`src/hdl/mbrot_pkg.sv`:
```
// Shared types and constants of the Mandelbrot escape-time shader.
// Used by mbrot_mul and by the top level mandelbrot_escape_time_shader.
// No dependencies.
`default_nettype none

package mbrot_pkg;

    // Stream word widths.
    localparam int IN_DATA_W  = 8;
    localparam int GRAY_W     = 8;
    localparam int ITER_W     = 16;
    localparam int PIX_W      = 12;
    localparam int OUT_DATA_W = GRAY_W + ITER_W + 2 * PIX_W;

    // Configuration port.
    localparam int CFG_ADDR_W = 3;
    localparam int CFG_DATA_W = 32;
    localparam int ORIGIN_W   = 32;
    localparam int STEP_W     = 31;
    localparam int FSIZE_W    = 13;
    localparam int ESC_W      = 31;

    // Gray division: one quotient bit per cycle.
    localparam int DIV_W      = ITER_W + GRAY_W;
    localparam int BITCNT_W   = $clog2(GRAY_W);

    // Register reset values.
    localparam logic signed [ORIGIN_W-1:0] ORIGIN_X_RST = 32'hE000_0000;
    localparam logic signed [ORIGIN_W-1:0] ORIGIN_Y_RST = 32'h1800_0000;
    localparam logic [STEP_W-1:0]          STEP_RST     = 31'd1258291;
    localparam logic [FSIZE_W-1:0]         WIDTH_RST    = 13'd640;
    localparam logic [FSIZE_W-1:0]         HEIGHT_RST   = 13'd480;
    localparam logic [ITER_W-1:0]          MAX_ITER_RST = 16'd256;
    localparam logic [ESC_W-1:0]           ESC_RST      = 31'h4000_0000;

    typedef enum logic [CFG_ADDR_W-1:0] {
        REG_ORIGIN_X     = 3'd0,
        REG_ORIGIN_Y     = 3'd1,
        REG_STEP         = 3'd2,
        REG_FRAME_WIDTH  = 3'd3,
        REG_FRAME_HEIGHT = 3'd4,
        REG_MAX_ITER     = 3'd5,
        REG_ESCAPE_SQ    = 3'd6
    } cfg_reg_t;

    typedef enum logic [3:0] {
        ST_IDLE,
        ST_CX,
        ST_CY,
        ST_SQX,
        ST_SQY,
        ST_TEST,
        ST_XY,
        ST_UPD,
        ST_DIV,
        ST_DONE
    } state_t;

    // Command to the shared multiplier.
    typedef struct packed {
        logic start;
        logic neg;
    } mul_ctl_t;

endpackage

`default_nettype wire

```
`src/hdl/mbrot_mul.sv`:
```
// Iterative multiplier shared by all products of the shader.
// Forms a full product from four half-width partial products, then floors and saturates.
// Depends on mbrot_pkg.
`default_nettype none

module mbrot_mul
    import mbrot_pkg::*;
#(
    parameter int OPW       = 36,
    parameter int FRAC_BITS = 28,
    parameter int ZW        = 36
)(
    input  logic                  clk,
    input  logic                  rst_n,
    input  mul_ctl_t              ctl,
    input  logic [OPW-1:0]        a,
    input  logic [OPW-1:0]        b,
    output logic                  done,
    output logic [2*OPW-1:0]      prod,
    output logic signed [ZW-1:0]  qres
);

    localparam int HW = OPW / 2;
    localparam int PW = 2 * OPW;
    localparam int QW = PW - FRAC_BITS;
    localparam logic [QW-1:0] ZMAX_Q = {{(QW-ZW+1){1'b0}}, {(ZW-1){1'b1}}};
    localparam logic [ZW-1:0] ZMAX_Z = {1'b0, {(ZW-1){1'b1}}};
    localparam logic [ZW-1:0] ZMIN_Z = {1'b1, {(ZW-1){1'b0}}};

    logic [OPW-1:0] a_reg, b_reg;
    logic           neg_reg;
    logic [PW-1:0]  acc_reg, acc_next;
    logic           busy_reg, busy_next;
    logic [1:0]     cnt_reg, cnt_next;
    logic           done_reg, done_next;

    logic [HW-1:0]  a_part, b_part;
    logic [OPW-1:0] pp;
    logic [PW-1:0]  pp_sh;
    logic [QW-1:0]  q;
    logic           rem_nz;
    logic           neg_ovf;

    always_comb
    begin
        a_part = cnt_reg[0] ? a_reg[OPW-1:HW] : a_reg[HW-1:0];
        b_part = cnt_reg[1] ? b_reg[OPW-1:HW] : b_reg[HW-1:0];
        pp     = a_part * b_part;
        case (cnt_reg)
            2'd0:    pp_sh = PW'(pp);
            2'd1:    pp_sh = PW'(pp) << HW;
            2'd2:    pp_sh = PW'(pp) << HW;
            2'd3:    pp_sh = PW'(pp) << (2 * HW);
            default: pp_sh = '0;
        endcase

        acc_next  = acc_reg;
        busy_next = busy_reg;
        cnt_next  = cnt_reg;
        done_next = busy_reg && (cnt_reg == 2'd3);
        if (ctl.start)
        begin
            acc_next  = '0;
            busy_next = 1'b1;
            cnt_next  = '0;
        end
        else if (busy_reg)
        begin
            acc_next = acc_reg + pp_sh;
            cnt_next = cnt_reg + 2'd1;
            if (cnt_reg == 2'd3)
            begin
                busy_next = 1'b0;
            end
        end
    end

    always_ff @(posedge clk or negedge rst_n)
    begin
        if (!rst_n)
        begin
            busy_reg <= 1'b0;
            cnt_reg  <= '0;
            done_reg <= 1'b0;
        end
        else
        begin
            busy_reg <= busy_next;
            cnt_reg  <= cnt_next;
            done_reg <= done_next;
        end
    end

    always_ff @(posedge clk)
    begin
        acc_reg <= acc_next;
        if (ctl.start)
        begin
            a_reg   <= a;
            b_reg   <= b;
            neg_reg <= ctl.neg;
        end
    end

    // Floor of the scaled product. For a negative result, -(q + r) is ~q + 1 - r.
    always_comb
    begin
        q       = acc_reg[PW-1:FRAC_BITS];
        rem_nz  = |acc_reg[FRAC_BITS-1:0];
        neg_ovf = rem_nz ? (q >= ZMAX_Q) : (q > ZMAX_Q);
        if (!neg_reg)
        begin
            qres = (q > ZMAX_Q) ? $signed(ZMAX_Z) : $signed(q[ZW-1:0]);
        end
        else
        begin
            qres = neg_ovf ? $signed(ZMIN_Z) : $signed(~q[ZW-1:0] + ZW'(!rem_nz));
        end
    end

    assign done = done_reg;
    assign prod = acc_reg;

endmodule

`default_nettype wire

```
`src/hdl/mandelbrot_escape_time_shader.sv`:
```
// Top level of the Mandelbrot escape-time shader: raster scan, iteration sequencer and gray divider.
// Depends on mbrot_pkg and mbrot_mul.
//
// Each input word requests the next pixel of a frame scanned in raster order; bit 0 of the
// word restarts the scan at the top-left pixel first. The pixel at column col and row row
// stands for c = (origin_x + col*step, origin_y - row*step) in signed Q8.FRAC_BITS, and the
// block iterates z = z*z + c from zero, stopping when |z|^2 exceeds escape_radius_sq or the
// count reaches max_iter. Every intermediate value saturates to signed Q8.FRAC_BITS. The
// result word carries the gray level floor(255*count/max_iter), the count and the pixel
// coordinates, with tlast marking the last pixel of the frame. All products go through one
// shared multiplier that builds each product from four half-width partial products. Forming c
// takes two products, each iteration three products (x*x, y*y and x*y) plus a test and an
// update state, and the final escape test two products and a test, followed by the bit-serial
// gray division. The block takes a new word only between pixels; a finished word waits in the
// output register, so the next pixel can already be computed while it is held. Configuration
// is to be written through cfg_we/cfg_addr/cfg_wdata only while the block is idle; the block
// itself does not enforce this. A frame size of zero acts as one and a size above 2^DIM_BITS
// acts as 2^DIM_BITS.
`default_nettype none

module mandelbrot_escape_time_shader
    import mbrot_pkg::*;
#(
    parameter int FRAC_BITS = 28,
    parameter int DIM_BITS  = 12
)(
    input  logic                  clk,
    input  logic                  rst_n,
    // Request stream.
    input  logic                  s_tvalid,
    output logic                  s_tready,
    input  logic [IN_DATA_W-1:0]  s_tdata,   // [0] restart, [7:1] zero
    // Pixel stream.
    output logic                  m_tvalid,
    input  logic                  m_tready,
    output logic [OUT_DATA_W-1:0] m_tdata,   // [7:0] gray, [23:8] iterations,
                                             // [35:24] pixel_col, [47:36] pixel_row
    output logic                  m_tlast,   // last pixel of the frame
    // Configuration write port.
    input  logic                  cfg_we,
    input  logic [CFG_ADDR_W-1:0] cfg_addr,
    input  logic [CFG_DATA_W-1:0] cfg_wdata
);

    // Working value format and derived widths.
    localparam int ZW   = FRAC_BITS + 8;
    localparam int OPW0 = (ZW > 32) ? ZW : 32;
    localparam int OPW  = OPW0 + (OPW0 % 2);
    localparam int PW   = 2 * OPW;
    localparam int PC_W = DIM_BITS + STEP_W;
    localparam int SW0  = (PC_W > ZW) ? PC_W : ZW;
    localparam int SW   = ((SW0 > ORIGIN_W) ? SW0 : ORIGIN_W) + 2;
    localparam int CMPW = (ZW > ESC_W) ? ZW : ESC_W;
    localparam int SZW0 = (DIM_BITS + 1 > FSIZE_W) ? DIM_BITS + 1 : FSIZE_W;
    localparam int SZW  = SZW0 + 1;

    localparam logic signed [SW-1:0] ZMAX_S = {{(SW-ZW+1){1'b0}}, {(ZW-1){1'b1}}};
    localparam logic signed [SW-1:0] ZMIN_S = {{(SW-ZW+1){1'b1}}, {(ZW-1){1'b0}}};
    localparam logic [ZW-1:0]        ZMAX_Z = {1'b0, {(ZW-1){1'b1}}};
    localparam logic [ZW-1:0]        ZMIN_Z = {1'b1, {(ZW-1){1'b0}}};
    localparam logic [SZW-1:0]       DIM_LIMIT =
        {{(SZW-DIM_BITS-1){1'b0}}, 1'b1, {DIM_BITS{1'b0}}};

    function automatic logic signed [ZW-1:0] sat_z(input logic signed [SW-1:0] v);
        logic signed [ZW-1:0] r;
        if (v > ZMAX_S)
        begin
            r = $signed(ZMAX_Z);
        end
        else if (v < ZMIN_S)
        begin
            r = $signed(ZMIN_Z);
        end
        else
        begin
            r = $signed(v[ZW-1:0]);
        end
        return r;
    endfunction

    // Saturated double of a working value.
    function automatic logic signed [ZW-1:0] sat_dbl(input logic signed [ZW-1:0] v);
        logic signed [ZW-1:0] r;
        if (v[ZW-1] != v[ZW-2])
        begin
            r = v[ZW-1] ? $signed(ZMIN_Z) : $signed(ZMAX_Z);
        end
        else
        begin
            r = $signed({v[ZW-2:0], 1'b0});
        end
        return r;
    endfunction

    function automatic logic [OPW-1:0] mag(input logic signed [ZW-1:0] v);
        logic [ZW-1:0] m;
        m = v[ZW-1] ? (~v + 1'b1) : v;
        return OPW'(m);
    endfunction

    function automatic logic [SZW-1:0] eff_size(input logic [FSIZE_W-1:0] v);
        logic [SZW-1:0] r;
        r = SZW'(v);
        if (v == '0)
        begin
            r = SZW'(1);
        end
        else if (r > DIM_LIMIT)
        begin
            r = DIM_LIMIT;
        end
        return r;
    endfunction

    // Configuration registers.
    logic signed [ORIGIN_W-1:0] origin_x_reg, origin_y_reg;
    logic [STEP_W-1:0]          step_reg;
    logic [FSIZE_W-1:0]         width_reg, height_reg;
    logic [ITER_W-1:0]          max_iter_reg;
    logic [ESC_W-1:0]           esc_reg;

    // Control state.
    state_t                state_reg, state_next;
    logic                  issued_reg, issued_next;
    logic [DIM_BITS-1:0]   scan_col_reg, scan_col_next;
    logic [DIM_BITS-1:0]   scan_row_reg, scan_row_next;
    logic                  out_valid_reg, out_valid_next;

    // Pixel payload.
    logic [DIM_BITS-1:0]   col_reg, col_next;
    logic [DIM_BITS-1:0]   row_reg, row_next;
    logic                  fend_reg, fend_next;
    logic signed [ZW-1:0]  cx_reg, cx_next;
    logic signed [ZW-1:0]  cy_reg, cy_next;
    logic signed [ZW-1:0]  x_reg, x_next;
    logic signed [ZW-1:0]  y_reg, y_next;
    logic signed [ZW-1:0]  xx_reg, xx_next;
    logic signed [ZW-1:0]  yy_reg, yy_next;
    logic signed [ZW-1:0]  xy_reg, xy_next;
    logic signed [ZW-1:0]  t1_reg, t1_next;
    logic [ITER_W-1:0]     count_reg, count_next;
    logic [DIV_W-1:0]      rem_reg, rem_next;
    logic [DIV_W-1:0]      dsr_reg, dsr_next;
    logic [GRAY_W-1:0]     quot_reg, quot_next;
    logic [BITCNT_W-1:0]   bitcnt_reg, bitcnt_next;
    logic [OUT_DATA_W-1:0] out_data_reg, out_data_next;
    logic                  out_last_reg, out_last_next;

    // Shared multiplier.
    mul_ctl_t              mul_ctl;
    logic [OPW-1:0]        mul_a, mul_b;
    logic                  mul_done;
    logic [PW-1:0]         mul_prod;
    logic signed [ZW-1:0]  mul_q;

    // Scan and datapath helpers.
    logic                  restart;
    logic [DIM_BITS-1:0]   col_now, row_now;
    logic [SZW-1:0]        col_inc, row_inc, w_eff, h_eff;
    logic                  row_end, frame_end;
    logic signed [ZW-1:0]  r2;
    logic                  esc_hit;
    logic [GRAY_W-1:0]     gray;
    logic                  qbit;
    logic [DIM_BITS+PIX_W-1:0] col_wide, row_wide;

    mbrot_mul #(
        .OPW       (OPW),
        .FRAC_BITS (FRAC_BITS),
        .ZW        (ZW)
    ) u_mul (
        .clk   (clk),
        .rst_n (rst_n),
        .ctl   (mul_ctl),
        .a     (mul_a),
        .b     (mul_b),
        .done  (mul_done),
        .prod  (mul_prod),
        .qres  (mul_q)
    );

    // Raster position of the requested pixel and the scan position after it.
    always_comb
    begin
        restart   = s_tdata[0];
        col_now   = restart ? '0 : scan_col_reg;
        row_now   = restart ? '0 : scan_row_reg;
        w_eff     = eff_size(width_reg);
        h_eff     = eff_size(height_reg);
        col_inc   = SZW'(col_now) + SZW'(1);
        row_inc   = SZW'(row_now) + SZW'(1);
        row_end   = col_inc >= w_eff;
        frame_end = row_end && (row_inc >= h_eff);
    end

    // Operand selection for the shared multiplier.
    always_comb
    begin
        mul_ctl.neg = 1'b0;
        case (state_reg)
            ST_CX:
            begin
                mul_a = OPW'(col_reg);
                mul_b = OPW'(step_reg);
            end
            ST_CY:
            begin
                mul_a = OPW'(row_reg);
                mul_b = OPW'(step_reg);
            end
            ST_SQX:
            begin
                mul_a = mag(x_reg);
                mul_b = mag(x_reg);
            end
            ST_SQY:
            begin
                mul_a = mag(y_reg);
                mul_b = mag(y_reg);
            end
            ST_XY:
            begin
                mul_a       = mag(x_reg);
                mul_b       = mag(y_reg);
                mul_ctl.neg = x_reg[ZW-1] ^ y_reg[ZW-1];
            end
            default:
            begin
                mul_a = '0;
                mul_b = '0;
            end
        endcase
    end

    // Sequencer.
    always_comb
    begin
        state_next     = state_reg;
        issued_next    = issued_reg;
        scan_col_next  = scan_col_reg;
        scan_row_next  = scan_row_reg;
        out_valid_next = out_valid_reg && !m_tready;
        col_next       = col_reg;
        row_next       = row_reg;
        fend_next      = fend_reg;
        cx_next        = cx_reg;
        cy_next        = cy_reg;
        x_next         = x_reg;
        y_next         = y_reg;
        xx_next        = xx_reg;
        yy_next        = yy_reg;
        xy_next        = xy_reg;
        t1_next        = t1_reg;
        count_next     = count_reg;
        rem_next       = rem_reg;
        dsr_next       = dsr_reg;
        quot_next      = quot_reg;
        bitcnt_next    = bitcnt_reg;
        out_data_next  = out_data_reg;
        out_last_next  = out_last_reg;
        mul_ctl.start  = 1'b0;
        s_tready       = 1'b0;

        r2      = sat_z(SW'(xx_reg) + SW'(yy_reg));
        esc_hit = CMPW'($unsigned(r2)) > CMPW'(esc_reg);
        qbit    = rem_reg >= dsr_reg;
        gray    = (max_iter_reg == '0) ? '0 : quot_reg;

        col_wide = {{PIX_W{1'b0}}, col_reg};
        row_wide = {{PIX_W{1'b0}}, row_reg};

        // Multiplier states issue the product once and advance when it is done.
        if ((state_reg == ST_CX || state_reg == ST_CY || state_reg == ST_SQX ||
             state_reg == ST_SQY || state_reg == ST_XY) && !issued_reg)
        begin
            mul_ctl.start = 1'b1;
            issued_next   = 1'b1;
        end

        case (state_reg)
            ST_IDLE:
            begin
                s_tready = 1'b1;
                if (s_tvalid)
                begin
                    col_next      = col_now;
                    row_next      = row_now;
                    fend_next     = frame_end;
                    scan_col_next = row_end ? '0 : col_inc[DIM_BITS-1:0];
                    scan_row_next = frame_end ? '0 :
                                    (row_end ? row_inc[DIM_BITS-1:0] : row_now);
                    state_next    = ST_CX;
                end
            end
            ST_CX:
            begin
                if (mul_done)
                begin
                    issued_next = 1'b0;
                    cx_next     = sat_z(SW'(origin_x_reg) + $signed(SW'(mul_prod[PC_W-1:0])));
                    state_next  = ST_CY;
                end
            end
            ST_CY:
            begin
                if (mul_done)
                begin
                    issued_next = 1'b0;
                    cy_next     = sat_z(SW'(origin_y_reg) - $signed(SW'(mul_prod[PC_W-1:0])));
                    x_next      = '0;
                    y_next      = '0;
                    count_next  = '0;
                    state_next  = ST_SQX;
                end
            end
            ST_SQX:
            begin
                if (mul_done)
                begin
                    issued_next = 1'b0;
                    xx_next     = mul_q;
                    state_next  = ST_SQY;
                end
            end
            ST_SQY:
            begin
                if (mul_done)
                begin
                    issued_next = 1'b0;
                    yy_next     = mul_q;
                    state_next  = ST_TEST;
                end
            end
            ST_TEST:
            begin
                if (esc_hit || (count_reg == max_iter_reg))
                begin
                    // Start the gray division: 255*count over max_iter, MSB first.
                    rem_next    = {count_reg, {GRAY_W{1'b0}}} - DIV_W'(count_reg);
                    dsr_next    = DIV_W'({max_iter_reg, {(GRAY_W-1){1'b0}}});
                    quot_next   = '0;
                    bitcnt_next = '0;
                    state_next  = ST_DIV;
                end
                else
                begin
                    t1_next    = sat_z(SW'(xx_reg) - SW'(yy_reg));
                    state_next = ST_XY;
                end
            end
            ST_XY:
            begin
                if (mul_done)
                begin
                    issued_next = 1'b0;
                    xy_next     = mul_q;
                    state_next  = ST_UPD;
                end
            end
            ST_UPD:
            begin
                x_next     = sat_z(SW'(t1_reg) + SW'(cx_reg));
                y_next     = sat_z(SW'(sat_dbl(xy_reg)) + SW'(cy_reg));
                count_next = count_reg + 1'b1;
                state_next = ST_SQX;
            end
            ST_DIV:
            begin
                if (qbit)
                begin
                    rem_next = rem_reg - dsr_reg;
                end
                quot_next   = {quot_reg[GRAY_W-2:0], qbit};
                dsr_next    = dsr_reg >> 1;
                bitcnt_next = bitcnt_reg + 1'b1;
                if (bitcnt_reg == BITCNT_W'(GRAY_W - 1))
                begin
                    state_next = ST_DONE;
                end
            end
            ST_DONE:
            begin
                // Hand the pixel over once the output register is free.
                if (!out_valid_reg || m_tready)
                begin
                    out_valid_next = 1'b1;
                    out_data_next  = {row_wide[PIX_W-1:0], col_wide[PIX_W-1:0],
                                      count_reg, gray};
                    out_last_next  = fend_reg;
                    state_next     = ST_IDLE;
                end
            end
            default:
            begin
                state_next = ST_IDLE;
            end
        endcase
    end

    always_ff @(posedge clk or negedge rst_n)
    begin
        if (!rst_n)
        begin
            state_reg     <= ST_IDLE;
            issued_reg    <= 1'b0;
            scan_col_reg  <= '0;
            scan_row_reg  <= '0;
            out_valid_reg <= 1'b0;
            origin_x_reg  <= ORIGIN_X_RST;
            origin_y_reg  <= ORIGIN_Y_RST;
            step_reg      <= STEP_RST;
            width_reg     <= WIDTH_RST;
            height_reg    <= HEIGHT_RST;
            max_iter_reg  <= MAX_ITER_RST;
            esc_reg       <= ESC_RST;
        end
        else
        begin
            state_reg     <= state_next;
            issued_reg    <= issued_next;
            scan_col_reg  <= scan_col_next;
            scan_row_reg  <= scan_row_next;
            out_valid_reg <= out_valid_next;
            if (cfg_we)
            begin
                case (cfg_reg_t'(cfg_addr))
                    REG_ORIGIN_X:     origin_x_reg <= $signed(cfg_wdata[ORIGIN_W-1:0]);
                    REG_ORIGIN_Y:     origin_y_reg <= $signed(cfg_wdata[ORIGIN_W-1:0]);
                    REG_STEP:         step_reg     <= cfg_wdata[STEP_W-1:0];
                    REG_FRAME_WIDTH:  width_reg    <= cfg_wdata[FSIZE_W-1:0];
                    REG_FRAME_HEIGHT: height_reg   <= cfg_wdata[FSIZE_W-1:0];
                    REG_MAX_ITER:     max_iter_reg <= cfg_wdata[ITER_W-1:0];
                    REG_ESCAPE_SQ:    esc_reg      <= cfg_wdata[ESC_W-1:0];
                    default:          ;
                endcase
            end
        end
    end

    always_ff @(posedge clk)
    begin
        col_reg      <= col_next;
        row_reg      <= row_next;
        fend_reg     <= fend_next;
        cx_reg       <= cx_next;
        cy_reg       <= cy_next;
        x_reg        <= x_next;
        y_reg        <= y_next;
        xx_reg       <= xx_next;
        yy_reg       <= yy_next;
        xy_reg       <= xy_next;
        t1_reg       <= t1_next;
        count_reg    <= count_next;
        rem_reg      <= rem_next;
        dsr_reg      <= dsr_next;
        quot_reg     <= quot_next;
        bitcnt_reg   <= bitcnt_next;
        out_data_reg <= out_data_next;
        out_last_reg <= out_last_next;
    end

    assign m_tvalid = out_valid_reg;
    assign m_tdata  = out_data_reg;
    assign m_tlast  = out_last_reg;

endmodule

`default_nettype wire
```
`config.mk`:
```
export PLATFORM = sky130hd
export DESIGN_NAME = mandelbrot_escape_time_shader
export DESIGN_NICKNAME = d
export VERILOG_FILES = /design/src/hdl/mbrot_pkg.sv /design/src/hdl/mbrot_mul.sv /design/src/hdl/mandelbrot_escape_time_shader.sv
export SDC_FILE = /design/constraint.sdc
export NUM_CORES = 2
export LEC_CHECK = 0
export BUFFER_PORTS_ARGS = -buffer_cell sky130_fd_sc_hd__buf_2
export CAP_MARGIN = 30
export CORE_MARGIN = 2
export CORE_UTILIZATION = 40
export DETAILED_ROUTE_END_ITERATION = 6
export GPL_TIMING_DRIVEN = 0
export SYNTH_ARGS = -nofsm -noshare
export SYNTH_HDL_FRONTEND = slang
export SYNTH_SLANG_ARGS = --single-unit
```
`constraint.sdc`:
```
create_clock -name clk -period 14.9 [get_ports clk]
set_input_delay 2.98 -clock clk [delete_from_list [all_inputs] [get_ports clk]]
set_output_delay 2.98 -clock clk [all_outputs]
set_load 0.01 [all_outputs]
```
# After elaboration in Yosys (flattened, before gate mapping)
# Index checks and enable logic that the tools add are counted.
word_totals:
  ff_bits: 784
  in_bits: 48
  output_inout_bits: 51
op_classes:
  n_addsub: 17
  n_mul: 1
  order_cmp: 20
  eq_ne: 31
  n_mux: 68
  bitwise_logic: 5
  reduce_logical: 48
op_table:
  columns: ["operator", "n"]
  rows:
  - ["$mux 36", 18]
  - ["$pmux 72 s3", 1]
  - ["$gt 37x36->1 const B", 4]
  - ["$lt 37x36->1 const B", 4]
  - ["$pmux 36 s2", 2]
  - ["$pmux 36 s4", 1]
  - ["$add 36x36->37", 3]
  - ["$not 36->36", 3]
  - ["$pmux 36 s3", 1]
  - ["$pmux 24 s2", 2]
  - ["$gt 45x36->1 const B", 2]
  - ["$lt 45x36->1 const B", 2]
  - ["$add 36x1->36 const B", 2]
  - ["$add 72x72->72", 1]
  - ["$mux 24", 3]
  - ["$mux 12", 5]
  - ["$add 32x44->45", 1]
  - ["$sub 32x44->45", 1]
  - ["$ge 44x35->1 const B", 1]
  - ["$gt 44x35->1 const B", 1]
  - ["$pmux 4 s10", 1]
  - ["$mux 13", 3]
  - ["$sub 36x36->37", 1]
  - ["$add 36x1->36", 1]
  - ["52 further kinds", 126]

# Depth between registers and ports, before layout
depth:
  word_depth: 9
  ltp_mapped: 42
  ltp_nobuf: 38

# Modules after synthesis
# Synthesis repeated with hierarchy kept, for this count alone.
unflattened:
  hier_cells: 6831
  hier_area_um2: 63881.3
by_module_without_submodules:
  columns: ["mod", "n_inst", "cells_per_inst", "area_per_inst_um2", "seq_area_each_um2"]
  rows:
  - ["mandelbrot_escape_time_shader", 1, 4256, 42261.8, 18077.3]
  - ["mbrot_mul", 1, 2575, 21619.5, 3733.6]

# Least setup slack after synthesis
# OpenSTA, ideal clock, no wires.
synth_timing:
  path_type: "flip-flop to flip-flop"
  startpoint: "register u_mul.cnt_reg[0]"
  endpoint: "register u_mul.acc_reg[64], in the netlist u_mul.prod[64]"
  setup_time_ps: 63
  t_arrival_ps: 9786
  path_slack_ps: 5051
  path_stages_with_launch: 39
  path_buffers: 3
  path_cell_list: "dfrtp_1 -> clkbuf_1 -> clkbuf_1 -> buf_1 -> mux2i_1 -> nor2_1 -> fa_1 -> inv_1 -> fa_1 -> inv_1 -> fa_1 -> fa_1 -> fa_1 -> inv_1 -> fa_1 -> inv_1 -> ha_1 -> a21oi_1 -> [... 3 more ...] -> a311oi_1 -> a41o_1 -> a21o_1 -> a21oi_1 -> xor2_1 -> o21ai_0 -> ha_1 -> nand2_1 -> o21ai_0 -> a21o_1 -> a21oi_1 -> o221a_2 -> o211ai_1 -> o211ai_1 -> a211oi_2 -> o211ai_1 -> a2111oi_0 -> nand3b_1"
synth_between:
  elab_chain_len: 4
  word_cells_on_any_way: 9
  cone_classes: "add/sub (1); mul (1); eq/ne (3); mux (2); reduce/logical (2)"
synth_rtl:
  columns: ["element", "line_no", "source"]
  rows:
  - ["start, declared", "mbrot_mul.sv:34", "logic [1:0] cnt_reg, cnt_next;"]
  - ["start signal, assigned", "mbrot_mul.sv:89", "cnt_reg <= cnt_next;"]
  - ["$mux 18, or another cell as far along", "mbrot_mul.sv:46", "a_part = cnt_reg[0] ? a_reg[OPW-1:HW] : a_reg[HW-1:0];"]
  - ["$mul 18x18->36 / $reduce_or 2->1 (equally long branches)", null, null]
  - ["$pmux 72 s3 (*)", "mbrot_mul.sv:49", "case (cnt_reg)"]
  - ["$add 72x72->72 (*)", "mbrot_mul.sv:69", "acc_next = acc_reg + pp_sh;"]
  - ["end signal, assigned", "mbrot_mul.sv:96", "acc_reg <= acc_next;"]
  - ["end, declared", "mbrot_mul.sv:32", "logic [PW-1:0] acc_reg, acc_next;"]
# Mark *: on every way between the ends. The rest lies on a longest branch, timed or not.
# A chain may end at the register's enable or synchronous reset.

# Final worst setup path
layout_timing:
  startpoint: "register u_mul.cnt_reg[1]"
  endpoint: "register u_mul.acc_reg[56], in the netlist u_mul.prod[56]"
layout_between:
  elab_chain_len: 4
  word_cells_on_any_way: 9
  cone_classes: "add/sub (1); mul (1); eq/ne (3); mux (2); reduce/logical (2)"
layout_rtl:
  columns: ["element", "line_no", "source"]
  rows:
  - ["$mux 18, or another cell as far along", "mbrot_mul.sv:47", "b_part = cnt_reg[1] ? b_reg[OPW-1:HW] : b_reg[HW-1:0];"]
  - ["$mul 18x18->36 / $reduce_or 2->1 (equally long branches)", null, null]
  - ["$pmux 72 s3 (*)", "mbrot_mul.sv:49", null]
  - ["$add 72x72->72 (*)", "mbrot_mul.sv:69", null]
# Marks and branches as above.

==> impl_metrics.yaml <==
layout:
  fin_util_pct: 44.6
  largest_register_ffs: 72
  final_layout_size_suffix_gt1_share_pct: 8.89
  finalNonFillerCells: 9207
  nets: 7880
  fillers: 15267
  area_growth_pct: 10.6
global_routing:
  grt_pass1_wl_um: 325000
  grt_usage_pct: 26.4
  antenna_found_initial: 15
  grt_pass1_vias: 50846
  grt_overflow: 0
  grt_start_max_net_pins: 104
logic_synthesis:
  synth_top_area_share_pct: 23.9
  yosysWarnings: 0
  yosys-top-cells-count: "inv_1 (621), nand2_1 (617), nor2_1 (523), ha_1 (514), edfxtp_1 (509)"
  synth_area_leader_cell: "edfxtp_1"
  synthArstFlopShare_pct: 25.8
  syn_area_mm2: 0.0640
  avgSynthCellArea_um2: 9.40
  synthTopCellsByArea: "edfxtp_1 (24%), ha_1 (10%), fa_1 (8.3%)"
  synth_edf_count: 509
  ys.flop_type: "edfxtp_1"
  synth_seq_cells: 783
  ys_seq_area_share_pct: 34.1
  netlist_instances: 6809
  ys_types: 102
  syn-num-nets: 7635
  synth_most_common_cell: "inv_1"
die:
  core_mm2: 0.159
  die_y_um: 404
  num_rows: 146
  start_util_pct: 40.3
  io_pins: 99
  dieWidth_um: 404
  die_area_mm2: 0.163
clock_network:
  cts_max_level: 3
  cts_num_sinks: 783
  cts_tree: "yes"
  clock_latency_ns: 0.74
  holdBufCountCts: 0
  path_clk_slew_ns: 0.07
  root_buffer: "clkbuf_16"
  cts_resized: 0
  numCtsBuffers: 89
  cts_setup_buffers: 0
  cts_max_path_buffers: 3
routing:
  drtPass1Iterations: 7
  drt-total-wl_um: 219000
  via_per_inst: 5.79
  final_antenna_net_count: 0
  drt_iter0_markers: 5432
  drc: 16
  vias: 53329
  post_drt_wl_per_cell_um: 23.7
timing:
  fin_setup_tns_ns: 0
  skew_ns: 0.0527
  max_slew_margin_pct: 26.4
  finalCritPeriodShare_pct: 88.4
  worst_pin_slew_ns: 1.09
  hold_viol: 0
  whs_ns: 0.422
  fmax_mhz: 75.9
  rsz0062_at_grt: "no"
  drv_slew: 0
  min_period_ns: 13.18
  setup_viol: 0
setup_path:
  worstSetupStartpointType: "flip-flop"
  crit_type: "reg2reg"
  crit_slowest_cell: "mux2i_1"
  cpPeakStageDelay_ns: 0.86
  critPathMaxFanout: 10
  cp.arrival_ns: 13.75
  cp-end-kind: "flip-flop"
  cp.required_ns: 15.48
placed_design:
  port_buffers: 91
  dpl.hpwl_um: 177000
  gp_congestion: 1.01
  dp.cells: 9035
status:
  outcome: "finished, violations left"
  violations: "design-rule violations"
worst_hold_path:
  hold_class: "reg2reg"
flow_run:
  max_cap_violations: 0
-- layout by cell type (no fill, tap or decap), drive strengths merged, types with 20 or more instances in the layout --
master	synthesis	layout
a21oi	444	444
nand4	75	75
nand3	106	106
nor2b	66	66
o311ai	28	28
o21ai	459	459
nand2	617	617
mux2	203	203
dfrtp	178	178
a31oi	36	36
a211oi	45	45
and2	61	61
nor2	523	523
o211ai	29	29
o21bai	73	73
inv	622	624
clkbuf	243	359
nor4	56	56
xor2	196	196
o221ai	33	33
xnor2	243	243
o32ai	20	20
o31ai	70	70
and3	50	50
clkinv	3	36
nor3	117	117
fa	264	264
dfstp	24	24
buf	46	200
mux2i	97	97
o21a	45	45
edfxtp	509	509
nand2b	54	54
o22ai	21	21
a21o	231	231
or4	21	21
ha	514	514
or3	39	39
dfxtp	72	72
-- metrics by stage --
| step | cell area (µm²) | setup slack (ns) |
|---|---|---|
| 2_1_floorplan | 64000 | 5.05 |
| 3_3_place_gp | 67100 | 1.98 |
| 3_5_place_dp | 67700 | 2.02 |
| 4_1_cts | 70800 | 1.97 |
| 5_1_grt | 70800 | 1.10 |
| 6_report | 70800 | 1.72 |
-- final timing paths --
path	startpoint	to	slack [ns]	depth (start not counted)
min reg2reg	fend_reg	m_tlast	0.42	0
max reg2reg	u_mul.cnt_reg[1]	u_mul.prod[56]	1.72	39
max	u_mul.cnt_reg[1]	u_mul.prod[56]	1.72	39
min	fend_reg	m_tlast	0.42	0
max in group asynchronous	rst_n	origin_y_reg[21]	11.47	2
min in group asynchronous	rst_n	scan_col_reg[5]	2.28	1
-- final cells by class --
class	count	area (µm²)	share of cell area, %
clock buffer	116	2470	3.49
inverter	625	2350	3.31
clock inverter	52	589	0.832
multi-input combinational	5112	38800	54.8
antenna	4	10.0	0.0141
sequential	783	21800	30.8
buffer	289	1150	1.62
timing repair buffer	154	1030	1.45
tap	2072	2590	3.66
-- routing by layer --
| metal | global-route usage, % | routed length [µm] | share of wire [%] |
|---|---|---|---|
| met1 | 37.7 | 97800 | 45 |
| met2 | 40.3 | 94600 | 43 |
| met3 | 3.78 | 16300 | 7.4 |
| met4 | 10.5 | 9940 | 4.5 |
| met5 | 0 | 17 | 0.0078 |
-- worst max-delay path: cells and delay by family (launching register included) --
family                     cells  cell delay (ns)
xor gates and xnor gates       1             0.46
and+or+nand+nor                3             0.51
buffers and inverters          7             1.95
muxes                          1             0.86
DFF                            1             0.35
adders and majority gates      8             3.61
AOI/OAI and AO/OA             19             5.24
-- cell families (layout without fill, tap and decap cells) --
| family | after synthesis | in the layout | share of synthesized area [%] |
|---|---|---|---|
| adder cells (fa/ha/maj) | 789 | 789 | 18.5 |
| buffers and inverters | 914 | 1236 | 5.45 |
| flip-flops | 783 | 783 | 34.1 |
| multiplexers | 300 | 300 | 5.09 |
| other | 0 | 4 | 0 |
| XOR/XNOR | 439 | 439 | 6.01 |
| AO/OA/AOI/OAI | 1735 | 1735 | 17.5 |
| AND/OR/NAND/NOR | 1849 | 1849 | 13.4 |
Power is left out: the tool's default activity adds up to more than one toggle a clock period on the data nets, which glitch-free logic cannot reach.
